### src/rtl/core/cst_pkg.sv
`timescale 1ns / 1ps

package cst_pkg;

    // Defaults for the table geometry.
    localparam int SLOTS_DEF    = 8;
    localparam int KEY_BITS_DEF = 16;

    // Fixed field widths of the stream payloads.
    localparam int KIND_W   = 2;
    localparam int KEY_W    = 16;
    localparam int CAP_W    = 4;
    localparam int OCC_W    = 4;
    localparam int S_DATA_W = 24;
    localparam int M_DATA_W = 24;
    localparam int M_PAD_W  = M_DATA_W - (1 + KEY_W + OCC_W);

    // Operation codes carried in the input tuser.
    localparam logic [KIND_W-1:0] KIND_QUERY    = 2'd0;
    localparam logic [KIND_W-1:0] KIND_ADD      = 2'd1;
    localparam logic [KIND_W-1:0] KIND_REMOVE   = 2'd2;
    localparam logic [KIND_W-1:0] KIND_SNAPSHOT = 2'd3;

endpackage

### src/rtl/core/client_slot_set_table.sv
`timescale 1ns / 1ps

// Client slot set table. The block keeps a set of up to SLOTS client keys. Each
// input transaction is one operation selected by tuser: query, add, remove or
// snapshot. Query, add and remove return exactly one result transaction with
// tlast set; add places a new key in the lowest free slot and fails when the
// table is full. Snapshot returns the occupied keys in slot order, at most
// capacity of them, with tlast on the final one; an empty snapshot returns one
// result whose tuser (entry valid) is low. The keys live in a small RAM with a
// registered read, and the slot valid bits and the occupancy count live in
// flip-flops that reset clears, so the table is empty after reset with no
// clearing pass. Every operation scans the RAM one slot at a time, and each
// slot passes an address state, then a compare state, and a finish state then
// issues the result: a hit ends the scan of query, add and remove early, and
// a miss or a snapshot visits all SLOTS slots. Output back-pressure stalls the
// block whenever a result is ready while the output register still holds an
// earlier one: at each snapshot entry after the first and at the final result
// of any operation. A finished result sits in an output register, so the next
// operation is accepted while it waits.
module client_slot_set_table #(
    parameter int SLOTS    = cst_pkg::SLOTS_DEF,
    parameter int KEY_BITS = cst_pkg::KEY_BITS_DEF
) (
    input  logic                          clk,
    input  logic                          rst_n,
    // Input transactions.
    input  logic                          s_axis_tvalid,
    output logic                          s_axis_tready,
    // tdata: key [15:0], capacity [19:16], zero [23:20].
    input  logic [cst_pkg::S_DATA_W-1:0]  s_axis_tdata,
    // tuser: kind [1:0].
    input  logic [cst_pkg::KIND_W-1:0]    s_axis_tuser,
    // Result transactions.
    output logic                          m_axis_tvalid,
    input  logic                          m_axis_tready,
    // tdata: ok [0], entry_key [16:1], occupied [20:17], zero [23:21].
    output logic [cst_pkg::M_DATA_W-1:0]  m_axis_tdata,
    // tuser: entry_valid [0].
    output logic                          m_axis_tuser,
    output logic                          m_axis_tlast
);

    localparam int IW = (SLOTS > 1) ? $clog2(SLOTS) : 1;
    localparam int CW = $clog2(SLOTS + 1);
    localparam int LW = (CW > cst_pkg::CAP_W) ? CW : cst_pkg::CAP_W;

    typedef enum logic [1:0] {
        ST_IDLE,
        ST_READ,
        ST_CHECK,
        ST_FINISH
    } state_t;

    state_t                        state_reg;
    logic [cst_pkg::KIND_W-1:0]    kind_reg;
    logic [KEY_BITS-1:0]           key_reg;
    logic [cst_pkg::CAP_W-1:0]     cap_reg;
    logic [IW-1:0]                 idx_reg;
    logic [SLOTS-1:0]              valid_reg;
    logic [CW-1:0]                 count_reg;
    logic [CW-1:0]                 n_reg;
    logic                          free_found_reg;
    logic [IW-1:0]                 free_idx_reg;
    logic                          res_ok_reg;
    logic                          pend_valid_reg;
    logic [KEY_BITS-1:0]           pend_key_reg;

    logic                          out_valid_reg;
    logic                          out_ok_reg;
    logic [cst_pkg::KEY_W-1:0]     out_key_reg;
    logic                          out_ev_reg;
    logic                          out_last_reg;
    logic [cst_pkg::OCC_W-1:0]     out_occ_reg;

    logic [KEY_BITS-1:0]           rd_data;
    logic                          ram_we;
    logic [IW-1:0]                 ram_waddr;

    logic                          slot_valid;
    logic                          hit;
    logic                          last_slot;
    logic                          free_now;
    logic [IW-1:0]                 free_idx_now;
    logic                          is_snap;
    logic                          snap_found;
    logic                          can_push;
    logic                          push_mid;
    logic                          out_push;

    cst_ram #(
        .WIDTH (KEY_BITS),
        .DEPTH (SLOTS)
    ) u_key_ram (
        .clk   (clk),
        .we    (ram_we),
        .waddr (ram_waddr),
        .wdata (key_reg),
        .raddr (idx_reg),
        .rdata (rd_data)
    );

    // The read address is the scan index; in the compare cycle rd_data
    // belongs to that same slot because the index only moves in that cycle.
    always_comb
    begin
        slot_valid   = valid_reg[idx_reg];
        hit          = slot_valid && (rd_data == key_reg);
        last_slot    = (idx_reg == IW'(SLOTS - 1));
        free_now     = free_found_reg || !slot_valid;
        free_idx_now = free_found_reg ? free_idx_reg : idx_reg;
        is_snap      = (kind_reg == cst_pkg::KIND_SNAPSHOT);
        snap_found   = slot_valid && (LW'(n_reg) < LW'(cap_reg));
        can_push     = !out_valid_reg || m_axis_tready;
        push_mid     = is_snap && snap_found && pend_valid_reg;
        // A new result enters the output register in this cycle.
        out_push     = ((state_reg == ST_CHECK) && push_mid && can_push)
                       || ((state_reg == ST_FINISH) && can_push);
        ram_we       = (state_reg == ST_CHECK) && (kind_reg == cst_pkg::KIND_ADD)
                       && !hit && last_slot && free_now;
        ram_waddr    = free_idx_now;
    end

    always_ff @(posedge clk or negedge rst_n)
    begin
        if (!rst_n)
        begin
            state_reg      <= ST_IDLE;
            valid_reg      <= '0;
            count_reg      <= '0;
            out_valid_reg  <= 1'b0;
            pend_valid_reg <= 1'b0;
            free_found_reg <= 1'b0;
            idx_reg        <= '0;
            n_reg          <= '0;
        end
        else
        begin
            if (out_valid_reg && m_axis_tready && !out_push)
            begin
                out_valid_reg <= 1'b0;
            end

            unique case (state_reg)
                ST_IDLE:
                begin
                    if (s_axis_tvalid)
                    begin
                        kind_reg       <= s_axis_tuser;
                        key_reg        <= KEY_BITS'(s_axis_tdata[cst_pkg::KEY_W-1:0]);
                        cap_reg        <= s_axis_tdata[cst_pkg::KEY_W +: cst_pkg::CAP_W];
                        idx_reg        <= '0;
                        n_reg          <= '0;
                        free_found_reg <= 1'b0;
                        pend_valid_reg <= 1'b0;
                        res_ok_reg     <= 1'b0;
                        state_reg      <= ST_READ;
                    end
                end

                ST_READ:
                begin
                    state_reg <= ST_CHECK;
                end

                ST_CHECK:
                begin
                    if (is_snap)
                    begin
                        // Hold in place while an earlier entry cannot leave.
                        if (!(push_mid && !can_push))
                        begin
                            if (push_mid)
                            begin
                                out_valid_reg <= 1'b1;
                                out_ok_reg    <= 1'b1;
                                out_key_reg   <= cst_pkg::KEY_W'(pend_key_reg);
                                out_ev_reg    <= 1'b1;
                                out_last_reg  <= 1'b0;
                                out_occ_reg   <= cst_pkg::OCC_W'(count_reg);
                            end
                            if (snap_found)
                            begin
                                pend_valid_reg <= 1'b1;
                                pend_key_reg   <= rd_data;
                                n_reg          <= n_reg + CW'(1);
                            end
                            res_ok_reg <= 1'b1;
                            if (last_slot)
                            begin
                                state_reg <= ST_FINISH;
                            end
                            else
                            begin
                                idx_reg   <= idx_reg + IW'(1);
                                state_reg <= ST_READ;
                            end
                        end
                    end
                    else if (hit)
                    begin
                        res_ok_reg <= 1'b1;
                        if (kind_reg == cst_pkg::KIND_REMOVE)
                        begin
                            valid_reg[idx_reg] <= 1'b0;
                            count_reg          <= count_reg - CW'(1);
                        end
                        state_reg <= ST_FINISH;
                    end
                    else if (last_slot)
                    begin
                        if ((kind_reg == cst_pkg::KIND_ADD) && free_now)
                        begin
                            valid_reg[free_idx_now] <= 1'b1;
                            count_reg               <= count_reg + CW'(1);
                            res_ok_reg              <= 1'b1;
                        end
                        state_reg <= ST_FINISH;
                    end
                    else
                    begin
                        if (!free_found_reg && !slot_valid)
                        begin
                            free_found_reg <= 1'b1;
                            free_idx_reg   <= idx_reg;
                        end
                        idx_reg   <= idx_reg + IW'(1);
                        state_reg <= ST_READ;
                    end
                end

                ST_FINISH:
                begin
                    if (can_push)
                    begin
                        out_valid_reg  <= 1'b1;
                        out_ok_reg     <= res_ok_reg;
                        out_key_reg    <= pend_valid_reg ? cst_pkg::KEY_W'(pend_key_reg)
                                                         : '0;
                        out_ev_reg     <= pend_valid_reg;
                        out_last_reg   <= 1'b1;
                        out_occ_reg    <= cst_pkg::OCC_W'(count_reg);
                        pend_valid_reg <= 1'b0;
                        state_reg      <= ST_IDLE;
                    end
                end

                default:
                begin
                    state_reg <= ST_IDLE;
                end
            endcase
        end
    end

    assign s_axis_tready = (state_reg == ST_IDLE);
    assign m_axis_tvalid = out_valid_reg;
    assign m_axis_tdata  = {{cst_pkg::M_PAD_W{1'b0}}, out_occ_reg, out_key_reg, out_ok_reg};
    assign m_axis_tuser  = out_ev_reg;
    assign m_axis_tlast  = out_last_reg;

    // The occupancy count always matches the number of set valid bits.
    assert property (@(posedge clk) disable iff (!rst_n)
        count_reg == CW'($countones(valid_reg)))
        else $error("occupancy count differs from valid bits");

    // The count never exceeds the number of slots.
    assert property (@(posedge clk) disable iff (!rst_n)
        count_reg <= CW'(SLOTS))
        else $error("occupancy count above table size");

    // A result without an entry is always the final one of its operation.
    assert property (@(posedge clk) disable iff (!rst_n)
        (m_axis_tvalid && !m_axis_tuser) |-> m_axis_tlast)
        else $error("entry-less result without tlast");

    // A pending entry only exists during a snapshot.
    assert property (@(posedge clk) disable iff (!rst_n)
        (pend_valid_reg && (state_reg != ST_IDLE)) |-> is_snap)
        else $error("pending entry outside a snapshot");

    // The key RAM is written only on the final compare of an add.
    assert property (@(posedge clk) disable iff (!rst_n)
        ram_we |=> (state_reg == ST_FINISH) && $past(kind_reg == cst_pkg::KIND_ADD))
        else $error("key RAM written outside an add");

endmodule

### src/rtl/core/cst_ram.sv
`timescale 1ns / 1ps

// Simple dual-port RAM: one write port, one read port with registered data.
module cst_ram #(
    parameter int WIDTH = 16,
    parameter int DEPTH = 8,
    localparam int AW   = (DEPTH > 1) ? $clog2(DEPTH) : 1
) (
    input  logic             clk,
    input  logic             we,
    input  logic [AW-1:0]    waddr,
    input  logic [WIDTH-1:0] wdata,
    input  logic [AW-1:0]    raddr,
    output logic [WIDTH-1:0] rdata
);

    logic [WIDTH-1:0] mem [DEPTH];

    always_ff @(posedge clk)
    begin
        if (we)
        begin
            mem[waddr] <= wdata;
        end
        rdata <= mem[raddr];
    end

endmodule

### config.mk
export PLATFORM = sky130hd
export DESIGN_NAME = client_slot_set_table
export DESIGN_NICKNAME = d
export VERILOG_FILES = /design/src/rtl/core/cst_pkg.sv /design/src/rtl/core/client_slot_set_table.sv /design/src/rtl/core/cst_ram.sv
export SDC_FILE = /design/constraint.sdc
export NUM_CORES = 1
export LEC_CHECK = 0
export BUFFER_PORTS_ARGS = -buffer_cell sky130_fd_sc_hd__buf_4
export CAP_MARGIN = 15
export CORE_ASPECT_RATIO = 1.2
export CORE_MARGIN = 2
export CORE_UTILIZATION = 30
export DETAILED_ROUTE_END_ITERATION = 8
export SETUP_SLACK_MARGIN = 0.4
export SYNTH_ARGS = -nofsm -noshare
export SYNTH_HDL_FRONTEND = slang
export SYNTH_SLANG_ARGS = --single-unit
export TNS_END_PERCENT = 30
### constraint.sdc
create_clock -name clk -period 12.9 [get_ports clk]
set_clock_uncertainty 0.1 [all_clocks]
set_input_delay 2.58 -clock clk [delete_from_list [all_inputs] [get_ports clk]]
set_output_delay 2.58 -clock clk [all_outputs]
set_load 0.02 [all_outputs]
==> summary.txt <==
Clock network
  • Post-CTS sizing: 0
  • Maximum root-to-sink buffer count: 3
  • Clock tree sinks: 233
  • Clk slew on worst S/H paths: 0.07 ns
  • Hold_buf cts: 0
  • Htree depth: 1
  • CTS Buf Count: 23
  • CTS tree: yes
  • Clock latency on the worst-skew pair: between 0.5 and 0.6 ns
  • # Post-CTS Setup Buffers: 0
  • CTS root buffer: clkbuf_16

Synthesis
  • Number of synthesized flops with an enable pin: 193
  • Biggest area consumer among synthesized cells: edfxtp_1
  • Synth top cells by count: edfxtp_1, a22oi_1, dfrtp_1
  • Post-synthesis sequential area ratio: 0.767
  • Ys async rst share: 0.103
  • Post-Syn Instances: around 530
  • Synth top area cells: edfxtp_1, dfrtp_1, a22oi_1
  • Syn avg cell area: 16.4 um^2
  • Synth top area share: 0.662
  • Unique cell type count in the Yosys netlist: 58
  • Synth Warn #: 0
  • Ys flop type: edfxtp_1
  • Count leader, synth: edfxtp_1
  • Yosys reg bits: 233
  • Post-synthesis cell area: ~9000 um^2

Job
  • Max Cap Violations: 0

Setup path
  • CP arrival: 1.43 ns
  • Critical path origin: state_reg[1]$_DFFE_PN0P_
  • Reg-to-reg endpoint: pend_key_reg[10]$_DFFE_PP_
  • Worst reg-to-reg setup slack: between 9 and 10 ns
  • Critical path type: reg -> out
  • Crit end category: primary output
  • Reg2Reg Launch Point: idx_reg[1]$_DFFE_PN0P_
  • Crit Path Max Fanout: 12
  • Required time worst endpoint: 10.22 ns
  • Reg2reg path depth: 6
  • End point of the critical path: s_axis_tready
  • CP Launch Type: register

Detailed routing
  • DRT iter0 DRCs: 426
  • Total number of vias: 4716
  • DRT antenna net count: 0
  • WL per Instance: roughly 18 um
  • Total wire length: around 18000 um
  • Via/cell ratio: 4.74
  • DRC violations left: 0
  • TritonRoute pass-1 iters: 5

Layout
  • Reg with most FFs: u_key_ram.mem
  • NumNets Final: 632
  • Post-route cell area: 10400 um^2
  • Area delta synth->final: 18.9%
  • Max FFs per register: 128
  • Layout cells sized above 1: 0.189
  • Final cell count without fillers: 995
  • N_diodes: 0

Power
  • P per Cell Area: roughly 180 nW/um^2
  • Clock network power share: 0.349
  • Logic gate share of total power: 0.146
  • Flop pwr share: 0.506
  • VDD IR max: 0.0000960 V
  • Pint: 1.39 mW
  • Sw frac: 0.277
  • Total Power: 1.92 mW
  • Pleak: 3.61 nW
  • Switch Pwr: 0.530 mW

Die
  • I/O pins: 58
  • Initial Util: 0.304
  • Die Wd: 160 um
  • Die Height: 191 um
  • Core ar.: 28800 um^2
  • # rows: 68
  • Die ar.: 30600 um^2

Global routing
  • Initial antenna violation count: 0
  • Grt ovf: 0
  • Vias in the first global route: between 4000 and 5000
  • Largest net degree at the start of global routing: 27
  • First-pass GRT wire length: about 28000 um
  • GRT Util Overall: 0.118

Timing
  • Final Setup Violations: 0
  • RSZ-0062 raised after global routing: false
  • Max-slew headroom: 0.236
  • Final period util: 0.319
  • Setup Total Neg Slack: 0 ns
  • Worst slew pin tran: 1.14 ns
  • Slew Limit Fails: 0
  • Hold violation total from the final report: 0
  • Minimum clock period: 4.11 ns
  • Peak Freq: 243 MHz

Placed design
  • Dpl cell area: 9650 um^2
  • Number of buffers added on ports: 50
  • Placer Congestion: 0.751
  • Hpwl dp: roughly 11000 um
  • Placed instance count: 953

Worst hold path
  • Min-delay worst type: reg -> reg
  • Worst hold start: u_key_ram.mem[3][4]$_DFFE_PP_

Run status
  • Status: completed
## cell usage in the layout, fill, tap and decap left out, drive strengths merged, types with 17 or more instances in the layout
cell,synthesis,final
edfxtp,193,193
a22oi,64,64
buf,9,56
clkbuf,14,35
dfrtp,24,24
nand2,24,24
inv,19,21
nand4,18,18
xor2,17,17
## logic make-up after synthesis
family,after synthesis,share of synthesized area
flops,233,0.767
simple gates,114,0.0716
compound gates,108,0.0965
buf+inv,42,0.0219
xor+xnor,19,0.0190
fa+ha+maj,9,0.0137
mux,7,0.00986
other cells,1,0.000428
## critical path: stages, from the launching register on
cell	delay, ns
dfrtp_1	0.51
nor2_1	0.23
buf_4	0.18
## area by class of cell
type                    instances  area (um^2)
clock buffers                  35          683
clock inverters                 7         77.6
fillers                      2713        18400
inverters                      19         71.3
multi-input cells             260         1960
flip-flops and latches        233         6720
well taps                     385          482
repair buffers                 56          420
## metrics by stage
| stage | hold WS, ns | util | setup WS [ns] |
|---|---|---|---|
| 2_1_floorplan | 0.328 | - | 7.33 |
| 3_3_place_gp | 0.357 | 0.335 | 8.43 |
| 3_5_place_dp | 0.355 | 0.335 | 8.38 |
| 4_1_cts | 0.372 | 0.362 | 8.79 |
| 5_1_grt | 0.384 | 0.362 | 8.75 |
| 6_report | 0.362 | 0.362 | 8.79 |
## power by group through the flow
| stage | Sequential [mW] | Combinational (mW) | Clock [mW] |
|---|---|---|---|
| 6_report | 0.969 | 0.279 | 0.669 |
| 5_1_grt | 0.978 | 0.310 | 0.709 |
| 4_1_cts | 0.967 | 0.283 | 0.682 |
| 3_5_place_dp | 0.982 | 0.282 | 0 |
| 3_3_place_gp | 0.981 | 0.279 | 0 |
| 2_1_floorplan | 0.952 | 0.193 | 0 |
## worst min-delay path by stage
stage                                       endpoint  slack [ns]  cells after the start
final                     u_key_ram.rdata[4]$_DFF_P_        0.36                      2
after global routing       pend_key_reg[6]$_DFFE_PP_        0.38                      0
after floorplan            pend_key_reg[0]$_DFFE_PP_        0.33                      0
after CTS                   count_reg[3]$_DFFE_PN0P_        0.37                      1
after global placement      count_reg[3]$_DFFE_PN0P_        0.36                      1
after detailed placement   pend_key_reg[4]$_DFFE_PP_        0.35                      0
## per-layer routing
layer,part of all wire,global-route usage,wire (um),up-vias
met5,0,0,0,-
met4,0.026,0.0409,466,0
met3,0.056,0.0217,1020,32
met2,0.48,0.202,8710,130
met1,0.43,0.151,7840,2344
li1,-,-,-,2210
Note: power is estimated with default switching activity, not from simulation.
